<file path="src/sv/isq_pkg.sv">
package isq_pkg;

  localparam int CAPACITY   = 64;
  localparam int WORD_BITS  = 32;
  localparam int ADDR_BITS  = $clog2(CAPACITY);
  localparam int COUNT_BITS = $clog2(CAPACITY + 1);

  localparam int TYPE_W   = 2;
  localparam int POS_W    = 6;
  localparam int DATA_W   = 32;
  localparam int STATUS_W = 2;
  localparam int ENTRY_W  = 7;

  typedef enum logic [TYPE_W-1:0] {
    REQ_READ   = 2'd0,
    REQ_INSERT = 2'd1,
    REQ_APPEND = 2'd2,
    REQ_DELETE = 2'd3
  } req_kind_t;

  typedef enum logic [STATUS_W-1:0] {
    STS_OK    = 2'd0,
    STS_RANGE = 2'd1,
    STS_FULL  = 2'd2
  } status_t;

  typedef enum logic [2:0] {
    ST_IDLE,
    ST_RDATA,
    ST_RD,
    ST_WR,
    ST_PUT,
    ST_FINISH
  } state_t;

endpackage

</file>
<file path="src/sv/isq_if.sv">
interface isq_in_if;
  logic                          valid;
  logic                          ready;
  logic [isq_pkg::TYPE_W-1:0]    req_type;
  logic [isq_pkg::POS_W-1:0]     position;
  logic [isq_pkg::DATA_W-1:0]    word_in;

  modport source (output valid, req_type, position, word_in, input ready);
  modport sink   (input valid, req_type, position, word_in, output ready);
endinterface

interface isq_out_if;
  logic                          valid;
  logic                          ready;
  logic [isq_pkg::STATUS_W-1:0]  status;
  logic [isq_pkg::DATA_W-1:0]    word_out;
  logic [isq_pkg::ENTRY_W-1:0]   entry_count;
  logic                          is_empty;

  modport source (output valid, status, word_out, entry_count, is_empty, input ready);
  modport sink   (input valid, status, word_out, entry_count, is_empty, output ready);
endinterface

</file>
<file path="src/sv/isq_ram.sv">
module isq_ram #(
  parameter int WIDTH = 32,
  parameter int DEPTH = 64
) (
  input  logic                     clk,
  input  logic                     we,
  input  logic [$clog2(DEPTH)-1:0] waddr,
  input  logic [WIDTH-1:0]         wdata,
  input  logic [$clog2(DEPTH)-1:0] raddr,
  output logic [WIDTH-1:0]         rdata
);

  logic [WIDTH-1:0] mem [DEPTH];

  always_ff @(posedge clk) begin
    if (we) begin
      mem[waddr] <= wdata;
    end
    rdata <= mem[raddr];
  end

endmodule

</file>
<file path="src/sv/indexed_sequence_store.sv">
// channel  dir  fields                                       handshake
// req      in   req_type, position, word_in                  valid/ready
// rsp      out  status, word_out, entry_count, is_empty      valid/ready
//
// One word at a time, through a single RAM with one write and one registered read port.
// Read: data taken in ST_RDATA. Append: written in ST_PUT. Failed checks go straight to ST_FINISH.
// Insert/delete: each entry moved is a RAM read (ST_RD) then write (ST_WR); insert ends in ST_PUT.
// Reset empties the store at once; slot contents are not cleared.
// req.ready is high only while idle; a result waits in the output register while rsp stalls.
module indexed_sequence_store (
  input  logic           clk,
  input  logic           rst,
  isq_in_if.sink         req,
  isq_out_if.source      rsp
);
  import isq_pkg::*;

  state_t                state, state_next;
  req_kind_t             kind, kind_next;
  logic [ADDR_BITS-1:0]  pos, pos_next;
  logic [ADDR_BITS-1:0]  idx, idx_next;
  logic [WORD_BITS-1:0]  word, word_next;
  logic [COUNT_BITS-1:0] count, count_next;
  status_t               res_status, res_status_next;
  logic [WORD_BITS-1:0]  res_word, res_word_next;

  logic                  out_valid, out_valid_next;
  status_t               out_status, out_status_next;
  logic [WORD_BITS-1:0]  out_word, out_word_next;
  logic [COUNT_BITS-1:0] out_count, out_count_next;

  logic                  ram_we;
  logic [ADDR_BITS-1:0]  ram_waddr, ram_raddr;
  logic [WORD_BITS-1:0]  ram_wdata, ram_rdata;

  logic [COUNT_BITS-1:0] in_pos;
  logic [COUNT_BITS-1:0] idx_ext;
  req_kind_t             in_kind;

  isq_ram #(.WIDTH(WORD_BITS), .DEPTH(CAPACITY)) u_ram (
    .clk   (clk),
    .we    (ram_we),
    .waddr (ram_waddr),
    .wdata (ram_wdata),
    .raddr (ram_raddr),
    .rdata (ram_rdata)
  );

  assign req.ready       = (state == ST_IDLE);
  assign rsp.valid       = out_valid;
  assign rsp.status      = out_status;
  assign rsp.word_out    = DATA_W'(out_word);
  assign rsp.entry_count = ENTRY_W'(out_count);
  assign rsp.is_empty    = (out_count == '0);

  assign in_pos  = COUNT_BITS'(req.position);
  assign in_kind = req_kind_t'(req.req_type);
  assign idx_ext = COUNT_BITS'(idx);

  always_comb begin
    state_next      = state;
    kind_next       = kind;
    pos_next        = pos;
    idx_next        = idx;
    word_next       = word;
    count_next      = count;
    res_status_next = res_status;
    res_word_next   = res_word;
    out_valid_next  = out_valid && !rsp.ready;
    out_status_next = out_status;
    out_word_next   = out_word;
    out_count_next  = out_count;
    ram_we          = 1'b0;
    ram_waddr       = idx;
    ram_wdata       = ram_rdata;
    ram_raddr       = idx;

    case (state)
      ST_IDLE: begin
        if (req.valid) begin
          kind_next       = in_kind;
          pos_next        = ADDR_BITS'(req.position);
          word_next       = WORD_BITS'(req.word_in);
          res_status_next = STS_OK;
          res_word_next   = '0;
          state_next      = ST_FINISH;
          case (in_kind)
            REQ_READ: begin
              if (in_pos >= count) begin
                res_status_next = STS_RANGE;
              end else begin
                ram_raddr  = ADDR_BITS'(req.position);
                state_next = ST_RDATA;
              end
            end
            REQ_INSERT: begin
              if (in_pos != '0 && in_pos >= count) begin
                res_status_next = STS_RANGE;
              end else if (count == COUNT_BITS'(CAPACITY)) begin
                res_status_next = STS_FULL;
              end else begin
                idx_next   = ADDR_BITS'(count);
                state_next = (in_pos == count) ? ST_PUT : ST_RD;
              end
            end
            REQ_APPEND: begin
              if (count == COUNT_BITS'(CAPACITY)) begin
                res_status_next = STS_FULL;
              end else begin
                pos_next   = ADDR_BITS'(count);
                state_next = ST_PUT;
              end
            end
            REQ_DELETE: begin
              if (in_pos >= count) begin
                res_status_next = STS_RANGE;
              end else begin
                idx_next = ADDR_BITS'(req.position);
                if (in_pos + COUNT_BITS'(1) < count) begin
                  state_next = ST_RD;
                end else begin
                  count_next = count - COUNT_BITS'(1);
                end
              end
            end
            default: ;
          endcase
        end
      end
      ST_RDATA: begin
        res_word_next = ram_rdata;
        state_next    = ST_FINISH;
      end
      ST_RD: begin
        ram_raddr  = (kind == REQ_INSERT) ? idx - ADDR_BITS'(1) : idx + ADDR_BITS'(1);
        state_next = ST_WR;
      end
      ST_WR: begin
        ram_we    = 1'b1;
        ram_waddr = idx;
        ram_wdata = ram_rdata;
        if (kind == REQ_INSERT) begin
          idx_next   = idx - ADDR_BITS'(1);
          state_next = (idx - ADDR_BITS'(1) == pos) ? ST_PUT : ST_RD;
        end else begin
          idx_next = idx + ADDR_BITS'(1);
          if (idx_ext + COUNT_BITS'(2) < count) begin
            state_next = ST_RD;
          end else begin
            count_next = count - COUNT_BITS'(1);
            state_next = ST_FINISH;
          end
        end
      end
      ST_PUT: begin
        ram_we     = 1'b1;
        ram_waddr  = pos;
        ram_wdata  = word;
        count_next = count + COUNT_BITS'(1);
        state_next = ST_FINISH;
      end
      ST_FINISH: begin
        if (!out_valid || rsp.ready) begin
          out_valid_next  = 1'b1;
          out_status_next = res_status;
          out_word_next   = res_word;
          out_count_next  = count;
          state_next      = ST_IDLE;
        end
      end
      default: state_next = ST_IDLE;
    endcase
  end

  always_ff @(posedge clk) begin
    if (rst) begin
      state     <= ST_IDLE;
      count     <= '0;
      out_valid <= 1'b0;
    end else begin
      state     <= state_next;
      count     <= count_next;
      out_valid <= out_valid_next;
    end
    kind       <= kind_next;
    pos        <= pos_next;
    idx        <= idx_next;
    word       <= word_next;
    res_status <= res_status_next;
    res_word   <= res_word_next;
    out_status <= out_status_next;
    out_word   <= out_word_next;
    out_count  <= out_count_next;
  end

endmodule

</file>
<file path="src/flat_wrapper.sv">
// flat-port wrapper written by rule: the top's interface ports become plain ports
module indexed_sequence_store_flat import isq_pkg::*;
  (clk, rst, req_valid, req_req_type, req_position, req_word_in, req_ready, rsp_valid, rsp_status, rsp_word_out, rsp_entry_count, rsp_is_empty, rsp_ready);
  isq_in_if req_i ();
  isq_out_if rsp_i ();
  input  logic clk;
  input  logic rst;
  input wire logic [$bits(req_i.valid)-1:0] req_valid;
  input wire logic [$bits(req_i.req_type)-1:0] req_req_type;
  input wire logic [$bits(req_i.position)-1:0] req_position;
  input wire logic [$bits(req_i.word_in)-1:0] req_word_in;
  output wire logic [$bits(req_i.ready)-1:0] req_ready;
  output wire logic [$bits(rsp_i.valid)-1:0] rsp_valid;
  output wire logic [$bits(rsp_i.status)-1:0] rsp_status;
  output wire logic [$bits(rsp_i.word_out)-1:0] rsp_word_out;
  output wire logic [$bits(rsp_i.entry_count)-1:0] rsp_entry_count;
  output wire logic [$bits(rsp_i.is_empty)-1:0] rsp_is_empty;
  input wire logic [$bits(rsp_i.ready)-1:0] rsp_ready;
  assign req_i.valid = req_valid;
  assign req_i.req_type = req_req_type;
  assign req_i.position = req_position;
  assign req_i.word_in = req_word_in;
  assign req_ready = req_i.ready;
  assign rsp_valid = rsp_i.valid;
  assign rsp_status = rsp_i.status;
  assign rsp_word_out = rsp_i.word_out;
  assign rsp_entry_count = rsp_i.entry_count;
  assign rsp_is_empty = rsp_i.is_empty;
  assign rsp_i.ready = rsp_ready;
  indexed_sequence_store u_core (.clk(clk), .rst(rst), .req(req_i), .rsp(rsp_i));
endmodule
</file>
<file path="config.mk">
export PLATFORM = sky130hd
export DESIGN_NAME = indexed_sequence_store_flat
export DESIGN_NICKNAME = d
export VERILOG_FILES = /design/src/sv/isq_pkg.sv /design/src/sv/isq_if.sv /design/src/sv/isq_ram.sv /design/src/sv/indexed_sequence_store.sv /design/src/flat_wrapper.sv
export SDC_FILE = /design/constraint.sdc
export NUM_CORES = 2
export LEC_CHECK = 0
export CORE_MARGIN = 5
export CORE_UTILIZATION = 50
export DETAILED_ROUTE_END_ITERATION = 6
export DONT_BUFFER_PORTS = 1
export PLACE_DENSITY = 0.69
export SLEW_MARGIN = 20
export SYNTH_ARGS = -nofsm -noshare
export SYNTH_HDL_FRONTEND = slang
export SYNTH_SLANG_ARGS = --single-unit
</file>
<file path="constraint.sdc">
create_clock -name clk -period 6.93 [get_ports clk]
set_clock_uncertainty 0.15 [all_clocks]
set_input_delay 2.079 -clock clk [delete_from_list [all_inputs] [get_ports clk]]
set_output_delay 2.079 -clock clk [all_outputs]
set_load 0.02 [all_outputs]
</file>
==> summary.md <==
| Metric | Value |
|---|---|
| Outcome | `finished, violations left` |
| Failing checks | `DRC` |
| Hold EP | `u_core.rsp.word_out[4]` |
| CP arrival | `6360 ps` |
| CTS tree | `done` |
| Hold path startpoint | `u_core.res_word[4]` |
| DRT Pass-1 Iters | `7` |
| Post-CTS Setup Repair Bufs | `0` |
| Asr flop ratio synth | `0%` |
| Post-CTS Resized | `0` |
| H-tree Lvls | `4` |
| Vias | `55629` |
| Detail Route Antenna Nets | `0` |
| Vias in the first global route | `53460` |
| Startpoint class of the critical path | `input port` |
| WL final | `249000 um` |
| Detailed-route vias per instance | `6.55` |
| FF+latch area | `66000 um^2` |
| Max VDD drop | `0.000464 V` |
| Seq cells post-synth | `2212` |
| Place WS | `218 ps` |
| R2R cell count | `14` |
| Max Cap Viol | `0` |
| WL/cell | `29.3 um` |
| Hold Buf Count CTS | `0` |
| Predominant post-synthesis flop cell | `edfxtp_1` |
| Power share of the clock group | `23.3%` |
| Final Worst Setup Slack | `1100 ps` |
| Gpl congestion | `0.895` |
| Row count | `154` |
| Min Tclk post-route | `5830 ps` |
| RSZ-0062 raised after global routing | `no` |
| Syn_nets | `6051` |
| R2R Path Start | `u_core.idx[2]` |
| Worst slew pin tran | `1240 ps` |
| CP max stage delay | `970 ps` |
| Switching share of power | `39.0%` |
| Bufs on Longest Clock Path | `3` |
| Largest net degree at the start of global routing | `183` |
| Critical path class | `in -> reg` |
| Die width | `430 um` |
| Req. time, crit path | `7460 ps` |
| CP Buf/Inv Count | `4` |
| Die H | `430 um` |
| CTS Root Cell | `clkbuf_16` |
| Syn Inst Count | `5970` |
| First-pass GRT wire length | `362000 um` |
| CTS clk-pin slew, worst paths | `60 ps` |
| Congestion Overflow GR | `0` |
| Syn-to-layout area delta | `12.6%` |
| Initial core utilization | `50.2%` |
| Switching Power | `19000 uW` |
| Slowest CP cell | `o41ai_1` |
| Fin nets | `6052` |
| Final period util | `84.2%` |
| Critical Path Fanout Max | `47` |
| Tot GR Track Use | `26.1%` |
| Pwr dens | `489 nW/um^2` |
| Worst-Skew Late Latency | `860 ps` |
| Layout cells sized above 1 | `11.8%` |
| Multi-input gate area | `20700 um^2` |
| Filler cells | `13209` |
| Avg Cell Area, Syn | `14.8 um^2` |
| Max Clk Rate | `171 MHz` |
| Worst setup EP type | `register` |
| Worst hold path type | `reg -> reg` |
| Synthesized area | `88200 um^2` |
| Fin util | `56.5%` |
| Die ar. | `185000 um^2` |
| Endpoints failing setup | `0` |
| FF-to-FF End | `u_core.u_ram.rdata[23]` |
| Max_slew headroom | `16.0%` |
| Residual DRC | `2` |
| DRT iter0 DRCs | `8206` |
| Post-synth EDFFs | `2169` |
| Crit-path most repeated cell | `buf_12` |
| CORE AREA | `176000 um^2` |
| PortBufs | `0` |
| Final setup TNS | `0 ps` |
| Final Hold Fails | `0` |
| Power Total | `48600 uW` |
| Family with the most delay on the worst path | `compound AO/OA/AOI/OAI gates` |
| Unique masters post-synth | `65` |
| Yosys warnings | `0` |
| Combinational fraction of design power | `38.7%` |
| Dpl hpwl | `139000 um` |
| Leakage power | `0.0331 uW` |
| CTS sink count | `2212` |
| Cell Chain, Critical Path | `inv_1, ha_1, nand2b_1, a211o_1, a211oi_4, mux2i_1, o21ai_4, buf_12, buf_12, buf_4, a311oi_1, o41ai_1, nand4_1` |
| Max Slew Vio Count | `0` |
| R2R Setup Slk | `1450 ps` |
| CTS Buf Count | `206` |
| Pint | `29700 uW` |
| Hold WS | `268 ps` |
| Hold path cells | `0` |
| I/O Pins | `88` |
| Initial antenna violation count | `10` |
| Post-synthesis sequential area ratio | `74.8%` |
| Seq pwr share | `38.0%` |
layout by cell type, fill, tap and decap left out, types with 9 or more instances in the layout:
cell type / n
o41ai_2: 18
clkinv_2: 35
nand2_4: 29
nand2_1: 1141
ha_1: 36
buf_4: 224
bufinv_16: 20
and3_1: 546
nand4_1: 40
a21oi_1: 23
mux2i_1: 10
o21ai_0: 20
edfxtp_1: 2169
clkinv_1: 30
inv_1: 20
o41ai_1: 110
a21o_1: 9
clkbuf_16: 207
nand3_1: 14
nor2_4: 65
buf_12: 63
clkbuf_8: 15
xnor2_1: 14
a211oi_1: 516
o31ai_1: 9
xor2_1: 9
clkbuf_1: 54
a311oi_1: 512
dfxtp_1: 43
nor2_1: 29
inv_6: 9
logic make-up (layout without fill, tap and decap cells):
kind of cell | after synthesis | in the layout | synth area share, %
AOI/OAI and AO/OA | 1259 | 1259 | 11.5
xor gates and xnor gates | 23 | 23 | 0.228
adders and majority gates | 37 | 37 | 0.533
buffers and inverters | 517 | 694 | 2.84
DFF | 2212 | 2212 | 74.8
muxes | 12 | 12 | 0.152
other | 0 | 1 | 0
and+or+nand+nor | 1910 | 1910 | 9.93
final cells by class:
type                       count  area share (%)
multi-input combinational   3241            20.8
sequential                  2212            66.4
antenna                        1         0.00252
inverter                      22          0.0831
timing repair buffer         288            2.97
tap                         2340            2.95
clock buffer                 276            5.62
clock inverter               108            1.16
cell usage after synthesis, types with 9 or more instances:
| cell type | n | area, um^2 |
|---|---|---|
| buf_1 | 21 | 78.8 |
| xor2_1 | 9 | 78.8 |
| and3_1 | 547 | 3420 |
| inv_1 | 20 | 75.1 |
| a311oi_1 | 512 | 4480 |
| o31ai_1 | 9 | 67.6 |
| nor2_1 | 94 | 353 |
| a21o_1 | 9 | 67.6 |
| ha_1 | 36 | 450 |
| xnor2_1 | 14 | 123 |
| nand4_1 | 40 | 250 |
| a211oi_1 | 516 | 3870 |
| mux2i_1 | 10 | 100 |
| clkbuf_1 | 284 | 1070 |
| buf_2 | 131 | 656 |
| o21ai_0 | 20 | 100 |
| nand3_1 | 14 | 70.1 |
| buf_6 | 50 | 563 |
| edfxtp_1 | 2169 | 65100 |
| dfxtp_1 | 43 | 861 |
| nand2_1 | 1174 | 4410 |
| o41ai_1 | 128 | 1120 |
| a21oi_1 | 23 | 115 |
registers in the layout, summed over array words and instances, names as in the netlist, 2 cells and up:
register                cells
u_core.rsp.entry_count      7
u_core.idx                  6
u_core.u_ram.mem         2048
u_core.kind                 2
u_core.res_status           2
u_core.pos                  6
u_core.rsp.word_out        32
u_core.state                3
u_core.word                32
u_core.u_ram.rdata         32
u_core.count                7
u_core.res_word            32
u_core.rsp.status           2
routing by layer:
| metal | vias to the layer above | wire [um] | track usage [%] | share of wire, % |
|---|---|---|---|---|
| li1 | 23714 | - | - | - |
| met5 | - | 70 | 0 | 0.028 |
| met3 | 526 | 30300 | 6.36 | 12 |
| met4 | 10 | 8030 | 9.09 | 3.2 |
| met2 | 3487 | 116000 | 40.6 | 46 |
| met1 | 27892 | 94800 | 36.3 | 38 |
power groups by stage:
stage | clock, uW | combinational, uW | sequential [uW]
3_3_place_gp | 0 | 17800 | 18800
4_1_cts | 11400 | 18400 | 18500
6_report | 11300 | 18800 | 18500
5_1_grt | 12000 | 20000 | 18500
3_5_place_dp | 0 | 18300 | 18800
2_1_floorplan | 0 | 11300 | 18400
how the worst max path moves through the flow:
stage          slack, ps             from  cells past startpoint                      to
3_5_place_dp         220  req_position[0]                     13   u_core.u_ram.rdata[3]
3_3_place_gp        -430  req_position[0]                     13  u_core.u_ram.rdata[10]
2_1_floorplan       1780  req_position[0]                     13  u_core.u_ram.rdata[10]
6_report            1100  req_position[0]                     13   u_core.u_ram.rdata[3]
5_1_grt             1060  req_position[0]                     13   u_core.u_ram.rdata[3]
4_1_cts             1090  req_position[0]                     13   u_core.u_ram.rdata[3]
stage by stage:
stage	area [um^2]	cells
after floorplan	88200	5970
after global placement	92300	8100
after detailed placement	92400	8102
final	99400	8488
after CTS	99200	8486
after global routing	99400	8487
No activity file was read; power rests on OpenSTA's default activity.
